==> config.mk <==
export PLATFORM = sky130hd
export DESIGN_NAME = line_rasterizer_top_flat
export DESIGN_NICKNAME = d
export VERILOG_FILES = /design/src/design/lr_pkg.sv /design/src/design/lr_ifs.sv /design/src/design/lr_datapath.sv /design/src/design/lr_controller.sv /design/src/design/line_rasterizer_top.sv /design/src/flat_wrapper.sv
export VERILOG_INCLUDE_DIRS = /design/src /design/src/design
export SDC_FILE = /design/constraint.sdc
export NUM_CORES = 1
export LEC_CHECK = 0
export BUFFER_PORTS_ARGS = -buffer_cell sky130_fd_sc_hd__buf_2
export CORE_MARGIN = 10
export CORE_UTILIZATION = 25
export DETAILED_ROUTE_END_ITERATION = 7
export PLACE_DENSITY = 0.48
export REMOVE_ABC_BUFFERS = 1
export SETUP_SLACK_MARGIN = 0.4
export SKIP_CTS_REPAIR_TIMING = 1
export SLEW_MARGIN = 20
export SYNTH_ARGS = -nofsm -noshare
export SYNTH_HDL_FRONTEND = slang
export SYNTH_HIERARCHICAL = 1
export SYNTH_SLANG_ARGS = --single-unit
==> constraint.sdc <==
create_clock -name clk_i -period 3.4 [get_ports clk_i]
set_clock_uncertainty 0.15 [all_clocks]
set_input_delay 0.17 -clock clk_i [delete_from_list [all_inputs] [get_ports clk_i]]
set_output_delay 0.17 -clock clk_i [all_outputs]
set_load 0.1 [all_outputs]
==> src/design/assert_macros.svh <==
// ----------------------------------------------------------------------------
// Assertion macros
// Shared concurrent assertion helpers, sampled on clk_i and disabled in reset.
// ----------------------------------------------------------------------------
`ifndef ASSERT_MACROS_SVH
`define ASSERT_MACROS_SVH

// Checks a property on every rising clock edge outside reset.
`define LR_ASSERT(label, prop, msg) \
  label: assert property (@(posedge clk_i) disable iff (!rst_ni) (prop)) \
    else $error(msg);

// Checks that a condition in one cycle implies another in the next cycle.
`define LR_ASSERT_NEXT(label, ante, cons, msg) \
  label: assert property (@(posedge clk_i) disable iff (!rst_ni) \
    ((ante) |=> (cons))) else $error(msg);

`endif

==> src/design/lr_pkg.sv <==
`timescale 1ns / 1ps
// ----------------------------------------------------------------------------
// Line rasteriser package
// Widths, controller states and the command and status bundles shared by the
// controller and the datapath.
// ----------------------------------------------------------------------------
package lr_pkg;

  // Field widths of the request and pixel items.
  localparam int unsigned COORD_W  = 6;
  localparam int unsigned COLOR_W  = 24;
  // Error accumulator is two's complement, within -63 .. 63; step sums stay below 190.
  localparam int unsigned ERR_W    = 9;
  // Twice the minor delta.
  localparam int unsigned DELTA2_W = COORD_W + 1;

  typedef enum logic {
    LR_IDLE,
    LR_DRAW
  } lr_state_e;

  // Commands from the controller to the datapath.
  typedef struct packed {
    logic load;   // capture a new request and set up the walk
    logic step;   // emit the current pixel and advance
  } lr_cmd_t;

  // Status from the datapath to the controller.
  typedef struct packed {
    logic last;   // current pixel is the final one of the line
  } lr_sts_t;

endpackage

==> src/design/lr_ifs.sv <==
`timescale 1ns / 1ps
// ----------------------------------------------------------------------------
// Line rasteriser channels
// Valid/ready channels for line requests and for emitted pixels.
// ----------------------------------------------------------------------------

// Line request channel: two endpoints and a colour.
interface lr_req_if;
  logic                         valid;
  logic                         ready;
  logic [lr_pkg::COORD_W-1:0]   start_x;
  logic [lr_pkg::COORD_W-1:0]   start_y;
  logic [lr_pkg::COORD_W-1:0]   end_x;
  logic [lr_pkg::COORD_W-1:0]   end_y;
  logic [lr_pkg::COLOR_W-1:0]   line_color;

  modport source (output valid, start_x, start_y, end_x, end_y, line_color,
                  input  ready);
  modport sink   (input  valid, start_x, start_y, end_x, end_y, line_color,
                  output ready);
endinterface

// Pixel channel: one item per pixel of the line.
interface lr_pix_if;
  logic                         valid;
  logic                         ready;
  logic [lr_pkg::COORD_W-1:0]   pixel_x;
  logic [lr_pkg::COORD_W-1:0]   pixel_y;
  logic [lr_pkg::COLOR_W-1:0]   pixel_color;
  logic                         last_pixel;

  modport source (output valid, pixel_x, pixel_y, pixel_color, last_pixel,
                  input  ready);
  modport sink   (input  valid, pixel_x, pixel_y, pixel_color, last_pixel,
                  output ready);
endinterface

==> src/design/lr_datapath.sv <==
`timescale 1ns / 1ps
// ----------------------------------------------------------------------------
// Line rasteriser datapath
// Sets up the Bresenham walk from a request and advances it one pixel per
// step command, holding the emitted pixel in the output register.
// ----------------------------------------------------------------------------
`include "assert_macros.svh"

module lr_datapath #(
  parameter int unsigned IMAGE_SIZE = 64
) (
  input  logic                         clk_i,
  input  logic                         rst_ni,
  input  lr_pkg::lr_cmd_t              cmd_i,
  output lr_pkg::lr_sts_t              sts_o,
  input  logic [lr_pkg::COORD_W-1:0]   start_x_i,
  input  logic [lr_pkg::COORD_W-1:0]   start_y_i,
  input  logic [lr_pkg::COORD_W-1:0]   end_x_i,
  input  logic [lr_pkg::COORD_W-1:0]   end_y_i,
  input  logic [lr_pkg::COLOR_W-1:0]   line_color_i,
  output logic [lr_pkg::COORD_W-1:0]   pixel_x_o,
  output logic [lr_pkg::COORD_W-1:0]   pixel_y_o,
  output logic [lr_pkg::COLOR_W-1:0]   pixel_color_o,
  output logic                         last_pixel_o
);
  import lr_pkg::*;

  localparam logic [COORD_W-1:0] CoordMax = COORD_W'(IMAGE_SIZE - 1);

  // Walk state.
  logic [COORD_W-1:0]       major_pos_q, major_pos_d;
  logic [COORD_W-1:0]       major_stop_q, major_stop_d;
  logic [COORD_W-1:0]       minor_pos_q, minor_pos_d;
  logic signed [ERR_W-1:0]  error_acc_q, error_acc_d;
  logic [COORD_W-1:0]       major_delta_q, major_delta_d;
  logic [DELTA2_W-1:0]      twice_minor_delta_q, twice_minor_delta_d;
  logic                     axes_swapped_q, axes_swapped_d;
  logic                     minor_descends_q, minor_descends_d;
  logic [COLOR_W-1:0]       held_color_q, held_color_d;

  // Output register.
  logic [COORD_W-1:0]       pixel_x_q, pixel_y_q;
  logic [COLOR_W-1:0]       pixel_color_q;
  logic                     last_pixel_q;

  // Set-up values derived from the request.
  logic [COORD_W-1:0]       ax, ay, bx, by, dx, dy;
  logic                     swap_axes;
  logic [COORD_W-1:0]       a_major, a_minor, b_major, b_minor;
  logic [COORD_W-1:0]       lo_major, lo_minor, hi_major, hi_minor;

  // Step values.
  logic signed [ERR_W-1:0]  err_sum;
  logic signed [ERR_W-1:0]  major_delta_s;
  logic signed [ERR_W-1:0]  twice_major_delta_s;
  logic                     step_minor;
  logic                     is_last;
  logic [COORD_W-1:0]       cur_x, cur_y;

  // Saturate the endpoints to the image and choose the major axis.
  always_comb begin
    ax = (start_x_i > CoordMax) ? CoordMax : start_x_i;
    ay = (start_y_i > CoordMax) ? CoordMax : start_y_i;
    bx = (end_x_i   > CoordMax) ? CoordMax : end_x_i;
    by = (end_y_i   > CoordMax) ? CoordMax : end_y_i;
    dx = (ax > bx) ? (ax - bx) : (bx - ax);
    dy = (ay > by) ? (ay - by) : (by - ay);
    swap_axes = (dx < dy);
    if (swap_axes) begin
      a_major = ay;
      a_minor = ax;
      b_major = by;
      b_minor = bx;
    end else begin
      a_major = ax;
      a_minor = ay;
      b_major = bx;
      b_minor = by;
    end
    // Order the endpoints so that the major axis is walked upward.
    if (a_major > b_major) begin
      lo_major = b_major;
      lo_minor = b_minor;
      hi_major = a_major;
      hi_minor = a_minor;
    end else begin
      lo_major = a_major;
      lo_minor = a_minor;
      hi_major = b_major;
      hi_minor = b_minor;
    end
  end

  // Error update and pixel position for the current step.
  always_comb begin
    major_delta_s       = $signed({{(ERR_W-COORD_W){1'b0}}, major_delta_q});
    twice_major_delta_s = $signed({{(ERR_W-COORD_W-1){1'b0}}, major_delta_q, 1'b0});
    err_sum    = error_acc_q + $signed({{(ERR_W-DELTA2_W){1'b0}}, twice_minor_delta_q});
    step_minor = (err_sum > major_delta_s);
    is_last    = (major_pos_q == major_stop_q);
    cur_x      = axes_swapped_q ? minor_pos_q : major_pos_q;
    cur_y      = axes_swapped_q ? major_pos_q : minor_pos_q;
  end

  // Next-state selection for the walk registers.
  always_comb begin
    major_pos_d         = major_pos_q;
    major_stop_d        = major_stop_q;
    minor_pos_d         = minor_pos_q;
    error_acc_d         = error_acc_q;
    major_delta_d       = major_delta_q;
    twice_minor_delta_d = twice_minor_delta_q;
    axes_swapped_d      = axes_swapped_q;
    minor_descends_d    = minor_descends_q;
    held_color_d        = held_color_q;
    if (cmd_i.load) begin
      major_pos_d         = lo_major;
      major_stop_d        = hi_major;
      minor_pos_d         = lo_minor;
      error_acc_d         = '0;
      major_delta_d       = swap_axes ? dy : dx;
      twice_minor_delta_d = swap_axes ? {dx, 1'b0} : {dy, 1'b0};
      axes_swapped_d      = swap_axes;
      minor_descends_d    = !(hi_minor > lo_minor);
      held_color_d        = line_color_i;
    end else if (cmd_i.step) begin
      if (step_minor) begin
        minor_pos_d = minor_descends_q ? (minor_pos_q - 1'b1) : (minor_pos_q + 1'b1);
        error_acc_d = err_sum - twice_major_delta_s;
      end else begin
        error_acc_d = err_sum;
      end
      if (!is_last) begin
        major_pos_d = major_pos_q + 1'b1;
      end
    end
  end

  // Walk registers.
  always_ff @(posedge clk_i or negedge rst_ni) begin
    if (!rst_ni) begin
      major_pos_q         <= '0;
      major_stop_q        <= '0;
      minor_pos_q         <= '0;
      error_acc_q         <= '0;
      major_delta_q       <= '0;
      twice_minor_delta_q <= '0;
      axes_swapped_q      <= 1'b0;
      minor_descends_q    <= 1'b0;
      held_color_q        <= '0;
    end else begin
      major_pos_q         <= major_pos_d;
      major_stop_q        <= major_stop_d;
      minor_pos_q         <= minor_pos_d;
      error_acc_q         <= error_acc_d;
      major_delta_q       <= major_delta_d;
      twice_minor_delta_q <= twice_minor_delta_d;
      axes_swapped_q      <= axes_swapped_d;
      minor_descends_q    <= minor_descends_d;
      held_color_q        <= held_color_d;
    end
  end

  // Output register: captures the current pixel on each step.
  always_ff @(posedge clk_i) begin
    if (cmd_i.step) begin
      pixel_x_q     <= cur_x;
      pixel_y_q     <= cur_y;
      pixel_color_q <= held_color_q;
      last_pixel_q  <= is_last;
    end
  end

  assign sts_o.last    = is_last;
  assign pixel_x_o     = pixel_x_q;
  assign pixel_y_o     = pixel_y_q;
  assign pixel_color_o = pixel_color_q;
  assign last_pixel_o  = last_pixel_q;

  // The error term stays within one major delta either side of zero.
  `LR_ASSERT(a_err_upper, error_acc_q <= major_delta_s, "error term above major delta")
  `LR_ASSERT(a_err_lower, error_acc_q >= -major_delta_s, "error term below minus major delta")

endmodule

==> src/design/lr_controller.sv <==
`timescale 1ns / 1ps
// ----------------------------------------------------------------------------
// Line rasteriser controller
// Accepts a request when idle, then issues one step per pixel whenever the
// output register is free or being emptied.
// ----------------------------------------------------------------------------
`include "assert_macros.svh"

module lr_controller (
  input  logic             clk_i,
  input  logic             rst_ni,
  input  logic             in_valid_i,
  output logic             in_ready_o,
  output logic             out_valid_o,
  input  logic             out_ready_i,
  output lr_pkg::lr_cmd_t  cmd_o,
  input  lr_pkg::lr_sts_t  sts_i
);
  import lr_pkg::*;

  lr_state_e state_q, state_d;
  logic      out_valid_q, out_valid_d;
  logic      out_free;

  // The output register can take a pixel when empty or drained this cycle.
  assign out_free = !out_valid_q || out_ready_i;

  // Next state.
  always_comb begin
    state_d = state_q;
    case (state_q)
      LR_IDLE: begin
        if (in_valid_i) begin
          state_d = LR_DRAW;
        end
      end
      LR_DRAW: begin
        if (out_free && sts_i.last) begin
          state_d = LR_IDLE;
        end
      end
      default: begin
        state_d = LR_IDLE;
      end
    endcase
  end

  // Outputs and commands.
  always_comb begin
    in_ready_o = 1'b0;
    cmd_o      = '0;
    case (state_q)
      LR_IDLE: begin
        in_ready_o = 1'b1;
        cmd_o.load = in_valid_i;
      end
      LR_DRAW: begin
        cmd_o.step = out_free;
      end
      default: begin
        in_ready_o = 1'b0;
      end
    endcase
  end

  // Output valid flag follows the output register.
  always_comb begin
    if (cmd_o.step) begin
      out_valid_d = 1'b1;
    end else if (out_ready_i) begin
      out_valid_d = 1'b0;
    end else begin
      out_valid_d = out_valid_q;
    end
  end

  always_ff @(posedge clk_i or negedge rst_ni) begin
    if (!rst_ni) begin
      state_q     <= LR_IDLE;
      out_valid_q <= 1'b0;
    end else begin
      state_q     <= state_d;
      out_valid_q <= out_valid_d;
    end
  end

  assign out_valid_o = out_valid_q;

  // A step must never overwrite a pixel that has not been taken.
  `LR_ASSERT(a_step_free, cmd_o.step |-> (!out_valid_q || out_ready_i), "step over held pixel")
  // Stepping the final pixel returns the controller to idle.
  `LR_ASSERT_NEXT(a_last_idle, cmd_o.step && sts_i.last, state_q == LR_IDLE, "no idle after last")
  // A loaded request always starts drawing.
  `LR_ASSERT_NEXT(a_load_draw, cmd_o.load, state_q == LR_DRAW, "load did not start drawing")

endmodule

==> src/design/line_rasterizer_top.sv <==
`timescale 1ns / 1ps
// A request loads the walk registers; its first pixel then goes to the output register.
// Throughput: one pixel per cycle while the output register is free or being emptied;
// a line with major delta M gives M+1 pixels, up to 64, stepped in the draw state.
// The next request is taken while the final pixel still waits in the output register.
// Reset is asynchronous and active low; it clears the controller and walk state at once.
// ----------------------------------------------------------------------------
// Line rasteriser
// Integer Bresenham line drawing: one request in, one item out per pixel.
// ----------------------------------------------------------------------------

module line_rasterizer_top #(
  parameter int unsigned IMAGE_SIZE = 64
) (
  input  logic        clk_i,
  input  logic        rst_ni,
  lr_req_if.sink      req_i,
  lr_pix_if.source    pix_o
);
  import lr_pkg::*;

  lr_cmd_t cmd;
  lr_sts_t sts;
  logic    in_ready;
  logic    out_valid;

  lr_controller u_ctrl (
    .clk_i       (clk_i),
    .rst_ni      (rst_ni),
    .in_valid_i  (req_i.valid),
    .in_ready_o  (in_ready),
    .out_valid_o (out_valid),
    .out_ready_i (pix_o.ready),
    .cmd_o       (cmd),
    .sts_i       (sts)
  );

  lr_datapath #(
    .IMAGE_SIZE (IMAGE_SIZE)
  ) u_dp (
    .clk_i         (clk_i),
    .rst_ni        (rst_ni),
    .cmd_i         (cmd),
    .sts_o         (sts),
    .start_x_i     (req_i.start_x),
    .start_y_i     (req_i.start_y),
    .end_x_i       (req_i.end_x),
    .end_y_i       (req_i.end_y),
    .line_color_i  (req_i.line_color),
    .pixel_x_o     (pix_o.pixel_x),
    .pixel_y_o     (pix_o.pixel_y),
    .pixel_color_o (pix_o.pixel_color),
    .last_pixel_o  (pix_o.last_pixel)
  );

  assign req_i.ready = in_ready;
  assign pix_o.valid = out_valid;

endmodule

==> src/flat_wrapper.sv <==
// flat-port wrapper written by rule: the top's interface ports become plain ports
module line_rasterizer_top_flat import lr_pkg::*;
#(
  parameter int unsigned IMAGE_SIZE = 64
)
  (clk_i, rst_ni, req_i_valid, req_i_start_x, req_i_start_y, req_i_end_x, req_i_end_y, req_i_line_color, req_i_ready, pix_o_valid, pix_o_pixel_x, pix_o_pixel_y, pix_o_pixel_color, pix_o_last_pixel, pix_o_ready);
  lr_req_if req_i_i ();
  lr_pix_if pix_o_i ();
  input  logic clk_i;
  input  logic rst_ni;
  input wire logic [$bits(req_i_i.valid)-1:0] req_i_valid;
  input wire logic [$bits(req_i_i.start_x)-1:0] req_i_start_x;
  input wire logic [$bits(req_i_i.start_y)-1:0] req_i_start_y;
  input wire logic [$bits(req_i_i.end_x)-1:0] req_i_end_x;
  input wire logic [$bits(req_i_i.end_y)-1:0] req_i_end_y;
  input wire logic [$bits(req_i_i.line_color)-1:0] req_i_line_color;
  output wire logic [$bits(req_i_i.ready)-1:0] req_i_ready;
  output wire logic [$bits(pix_o_i.valid)-1:0] pix_o_valid;
  output wire logic [$bits(pix_o_i.pixel_x)-1:0] pix_o_pixel_x;
  output wire logic [$bits(pix_o_i.pixel_y)-1:0] pix_o_pixel_y;
  output wire logic [$bits(pix_o_i.pixel_color)-1:0] pix_o_pixel_color;
  output wire logic [$bits(pix_o_i.last_pixel)-1:0] pix_o_last_pixel;
  input wire logic [$bits(pix_o_i.ready)-1:0] pix_o_ready;
  assign req_i_i.valid = req_i_valid;
  assign req_i_i.start_x = req_i_start_x;
  assign req_i_i.start_y = req_i_start_y;
  assign req_i_i.end_x = req_i_end_x;
  assign req_i_i.end_y = req_i_end_y;
  assign req_i_i.line_color = req_i_line_color;
  assign req_i_ready = req_i_i.ready;
  assign pix_o_valid = pix_o_i.valid;
  assign pix_o_pixel_x = pix_o_i.pixel_x;
  assign pix_o_pixel_y = pix_o_i.pixel_y;
  assign pix_o_pixel_color = pix_o_i.pixel_color;
  assign pix_o_last_pixel = pix_o_i.last_pixel;
  assign pix_o_i.ready = pix_o_ready;
  line_rasterizer_top #(.IMAGE_SIZE(IMAGE_SIZE)) u_core (.clk_i(clk_i), .rst_ni(rst_ni), .req_i(req_i_i), .pix_o(pix_o_i));
endmodule
Yosys cells after proc, flatten, opt, wreduce, memory -nomap -nowiden --
Index checks and enable logic that the tools add are counted.
Word-level totals: input bits 52, output and inout bits 39, bits in registers 105, logic and storage cells 82
Cells by class: equal/unequal tests 2, mux-type cells 36, bitwise operators 1, $lt $le $gt $ge 10, add/subtract/negate cells 9, reduce and logical (&&, ||, !) cells 9
Operators with widths (number):
- two-way mux 6 bit | 24
- two-way mux 9 bit | 3
- greater-than comparator 6 bit | 4
- greater-than comparator 6 bit (second input constant) | 4
- subtractor 6 bit | 4
- adder 6 x 1 -> 6 bit (second input constant) | 2
- adder 9 x 8 -> 9 bit | 1
- greater-than comparator 9 x 7 -> 1 bit | 1
- subtractor 9 x 8 -> 9 bit | 1
- two-way mux 1 bit | 7
- two-way mux 7 bit | 1
- equality test 6 bit | 1
- < comparator 6 bit | 1
- nonzero test 2 bit | 3
- subtractor 6 x 1 -> 6 bit (second input constant) | 1
- AND reduction 2 bit | 2
- logical NOT 1 bit | 2
- != test 2 x 1 -> 1 bit (second input constant) | 1
- case mux 1 bit (2 select lines) | 1
- logical AND 1 bit | 1
- logical OR 1 bit | 1
- inverter 1 bit | 1

Depth between registers and ports, before layout --
word-level depth 10, depth in mapped cells 32, gate-level depth less buffers 29

Hierarchy --
The synthesis kept the hierarchy.
Modules (own cells, without submodules):
- lr_datapath | sequential area each 2712.6 sq um, area an instance 6864.1 sq um, times used 1, cells each 661
- lr_controller | sequential area each 50.0 sq um, area an instance 102.6 sq um, times used 1, cells each 10

Worst setup path before layout --
Ideal clock, no wire load.
path kind input-to-reg, start input req_i_end_y[1], end register u_core.u_dp.minor_descends_q, path buffers 4, data required time 3.168 ns, setup slack -2.573 ns, cell stages on the path 28, library setup time 0.082 ns, arrival time 5.741 ns, cells stage by stage clkbuf_1 > ha_1 > ha_1 > o2111ai_1 > a211o_1 > a21oi_4 > mux2_2 > xor2_1 > ha_1 > o21a_1 > a21oi_1 > o21ai_1 > buf_2 > mux2i_1 > inv_1 > ha_1 > a21oi_1 > a21o_1 > a21oi_1 > buf_2 > buf_2 > mux2i_1 > ha_1 > nor2b_1 > o21a_1 > o21ai_0 > nand2_1 > a31oi_1
Between the ends: longest elaborated chain between the ends 10, elaborated cells between the ends (all ways) 16, classes of those cells add/sub (2); order compare (5); mux (8); reduce/logical (1)
Ends and longest elaborated chain:
- start: declaration | line flat_wrapper.sv:15 | input wire logic [$bits(req_i_i.end_y)-1:0] req_i_end_y;
- greater-than comparator 6 bit | line lr_datapath.sv:65 | by = (end_y_i > CoordMax) ? CoordMax : end_y_i;
- two-way mux 6 bit (*) | line lr_datapath.sv:65
- subtractor 6 bit or greater-than comparator 6 bit (tied branches) | line lr_datapath.sv:67 | dy = (ay > by) ? (ay - by) : (by - ay);
- two-way mux 6 bit | line lr_datapath.sv:67
- < comparator 6 bit | line lr_datapath.sv:68 | swap_axes = (dx < dy);
- two-way mux 6 bit | line lr_datapath.sv:69 | if (swap_axes) begin
- greater-than comparator 6 bit | line lr_datapath.sv:81 | if (a_major > b_major) begin
- two-way mux 6 bit | line lr_datapath.sv:81
- greater-than comparator 6 bit (*) | line lr_datapath.sv:124 | minor_descends_d = !(hi_minor > lo_minor);
- logical NOT 1 bit (*) | line lr_datapath.sv:124
- end signal: assignment | line lr_datapath.sv:159 | minor_descends_q <= minor_descends_d;
- end: declaration | line lr_datapath.sv:38 | logic minor_descends_q, minor_descends_d;
Every way passes the cells marked *; elsewhere a longest branch is shown, timed or not. A chain may end at the register's enable or synchronous reset.

Final worst setup path --
Ends and elaborated chain as after synthesis.

==> results_dict.tcl <==
set metrics [dict create \
    status "finished, violations left" \
    violations "setup timing" \
    io_pins 91 \
    die_y_um 187 \
    wirelength_um 19900 \
    initialDrtViolationCount 255 \
    worstPathMaxFanout 5 \
    max_cap_violations 0 \
    ys_ff_latch 103 \
    n_antenna_cell 0 \
    register_area_um2 2760 \
    drt_first_pass_iters 4 \
    setup_viol 26 \
    core_um2 27600 \
    cts_buffers 9 \
    peakVddDrop_mv 0.387 \
    globalplace.congestion 0.854 \
    clk_pin_slew_ns 0.08 \
    grtUsageTotal_pct 10.6 \
    drc 0 \
    portBuffers 90 \
    drv_slew 0 \
    path_common_cell "ha_4" \
    start_util_pct 25.2 \
    design_power_total_w 0.0111 \
    worstHoldPathType "in2async" \
    syn_to_final_growth_pct 49.4 \
    clk_latency_ns 0.35 \
    finalNetCount 1029 \
    slowest_stage "a211o_1" \
    grt_pass1_wl_um 30400 \
    stdcell_count 1301 \
    async_reset_ff_share_pct 64.1 \
    synth_edf_count 37 \
    die_area_um2 34900 \
    cp.arrival_ns 5.32 \
    ys.flop_type "dfrtp_1" \
    fmax_mhz 193 \
    clock_path_buffers 2 \
    synthCells 671 \
    whs_ns 0.155 \
    dp.cells 1233 \
    wire_per_inst_um 15.3 \
    p_leak_nw 4.55 \
    synthesis.area_um2 6970 \
    grt_max_degree 58 \
    routed_via_density 4.48 \
    drive_gt1_share_pct 45.9 \
    p_per_area_nw_per_um2 1070 \
    worstSetupStartpointType "input port" \
    cts_sinks 103 \
    slew_headroom_pct 41.0 \
    crit_required_ns 3.53 \
    ys_seq_area_share_pct 39.7 \
    hold_viol_final 0 \
    min_period_over_period_pct 153 \
    cts_tree "built" \
    yosysWarnings 6 \
    grt_pass1_vias 5562 \
    rsz0062_at_grt "yes" \
    ys_types 74 \
    root_buffer "clkbuf_16" \
    avgSynthCellArea_um2 10.4 \
    multi_input_area_um2 4540 \
    dp.final_hpwl_um 14900 \
    layout_setup_ws_ns -1.79 \
    tightest_slew_ns 0.878 \
    antenna_found_initial 0 \
    fin_crit_ns 5.19 \
    vias 5834 \
    fillers 2784 \
    cp-end-kind "register" \
    die_w_um 187 \
    crit_type "in2reg" \
    grt_overflow 0 \
    antenna_left 0 \
    critPathMaxStageDelay_ns 0.36 \
    rows 61 \
    cts_max_level 3 \
]
sequential cells by signal (all words and copies together) (netlist names):
signal / cells
u_core/u_dp/major_stop_q: 6
u_core/u_dp/pixel_y_o: 6
u_core/u_dp/error_acc_q: 8
u_core/u_ctrl/out_valid_o: 1
u_core/u_dp/held_color_q: 24
u_core/u_dp/minor_descends_q: 1
u_core/u_dp/last_pixel_o: 1
u_core/u_dp/twice_minor_delta_q: 6
u_core/u_dp/major_pos_q: 6
u_core/u_dp/major_delta_q: 6
u_core/u_dp/axes_swapped_q: 1
u_core/u_dp/pixel_x_o: 6
u_core/u_ctrl/state_q: 1
u_core/u_dp/pixel_color_o: 24
u_core/u_dp/minor_pos_q: 6
layout make-up:
cell class	instances	area share [%]
flip-flops and latches	103	26.5
repair buffers	278	20.7
well taps	378	4.54
inverters	51	1.94
multi-input cells	475	43.6
clock inverters	6	0.529
clock buffers	10	2.20
Yosys cell counts, types with 6 or more instances:
cell,n,area share [%]
buf_2,8,0.57
dfrtp_1,66,24
nor2b_1,8,0.72
xnor2_1,16,2.0
ha_1,54,9.7
mux2i_1,44,6.3
a21o_1,9,0.97
nand2b_1,8,0.72
o221ai_1,8,1.0
inv_1,51,2.7
nand3_1,15,1.1
xor2_1,15,1.9
edfxtp_1,37,16
nand2_1,29,1.6
a21oi_1,34,2.4
nor2_1,47,2.5
clkbuf_1,27,1.5
o21ai_0,17,1.2
a211oi_1,15,1.6
a221o_1,7,1.0
o21a_1,6,0.65
mux2_2,42,6.8
metal layers:
| metal | share of wire, % | up-vias | track usage, % | wire (µm) |
|---|---|---|---|---|
| met4 | 1.1 | 0 | 3.07 | 218 |
| met3 | 2.8 | 12 | 1.66 | 566 |
| met1 | 51 | 2781 | 15.2 | 10100 |
| met5 | 0 | - | 0 | 0 |
| met2 | 45 | 108 | 15.9 | 9030 |
| li1 | - | 2933 | - | - |
layout by cell type, fill, tap and decap left out, types with 27 or more instances in the layout:
master	instances
mux2_2	38
dfrtp_1	66
ha_1	30
nor2_1	45
mux2i_1	30
inv_1	35
edfxtp_1	37
buf_2	79
dlygate4sd3_1	27
buf_4	142
per-stage QoR:
step                      cell area (µm²)  utilization (%)  setup WS (ns)  setup TNS (ns)
after floorplan                      6760                -          -4.93         -111.35
after global placement               8770             31.7          -2.46          -45.79
after detailed placement             8770             31.7          -2.56          -46.71
after CTS                            9050             32.8          -2.20          -34.99
after global routing                10400             37.7          -1.96          -28.84
final                               10400             37.7          -1.79          -25.28
report_power, final:
group	internal, W	switching [W]	leakage [nW]
Sequential	0.00193	0.000367	1.16
Clock	0.000510	0.000481	0.139
Combinational	0.00350	0.00433	3.25
final timing paths:
kind                                                                start                                  endpoint  slack (ns)  depth (start not counted)
min                                                                rst_ni    u_core/u_dp/minor_pos_q[4]$_DFFE_PN0P_        0.16                          2
max reg2reg                u_core/u_dp/twice_minor_delta_q[1]$_DFFE_PN0P_    u_core/u_dp/minor_pos_q[4]$_DFFE_PN0P_        0.15                         15
min reg2reg                      u_core/u_dp/held_color_q[15]$_DFFE_PN0P_   u_core/u_dp/pixel_color_o[15]$_DFFE_PP_        0.29                          0
max                                                        req_i_end_y[1]  u_core/u_dp/minor_descends_q$_DFFE_PN0P_       -1.79                         29
min in group clk_i               u_core/u_dp/held_color_q[15]$_DFFE_PN0P_   u_core/u_dp/pixel_color_o[15]$_DFFE_PP_        0.29                          0
max in group asynchronous                                          rst_ni  u_core/u_dp/held_color_q[19]$_DFFE_PN0P_        2.23                          3
cell families after synthesis:
| family | share of synthesized area, % |
|---|---|
| AND/OR/NAND/NOR | 11.0 |
| multiplexers | 13.1 |
| AO/OA/AOI/OAI | 14.8 |
| adder cells (fa/ha/maj) | 11.6 |
| flip-flops | 39.7 |
| buffers and inverters | 5.69 |
| XOR/XNOR | 4.13 |
critical path, delay by kind of cell:
| kind | cells | cell delay, ns |
|---|---|---|
| simple gates | 3 | 0.23 |
| buf+inv | 5 | 0.74 |
| fa+ha+maj | 5 | 1.12 |
| compound gates | 12 | 1.99 |
| xor+xnor | 1 | 0.19 |
| mux | 3 | 0.86 |
Power figures use the tool's default switching activity.
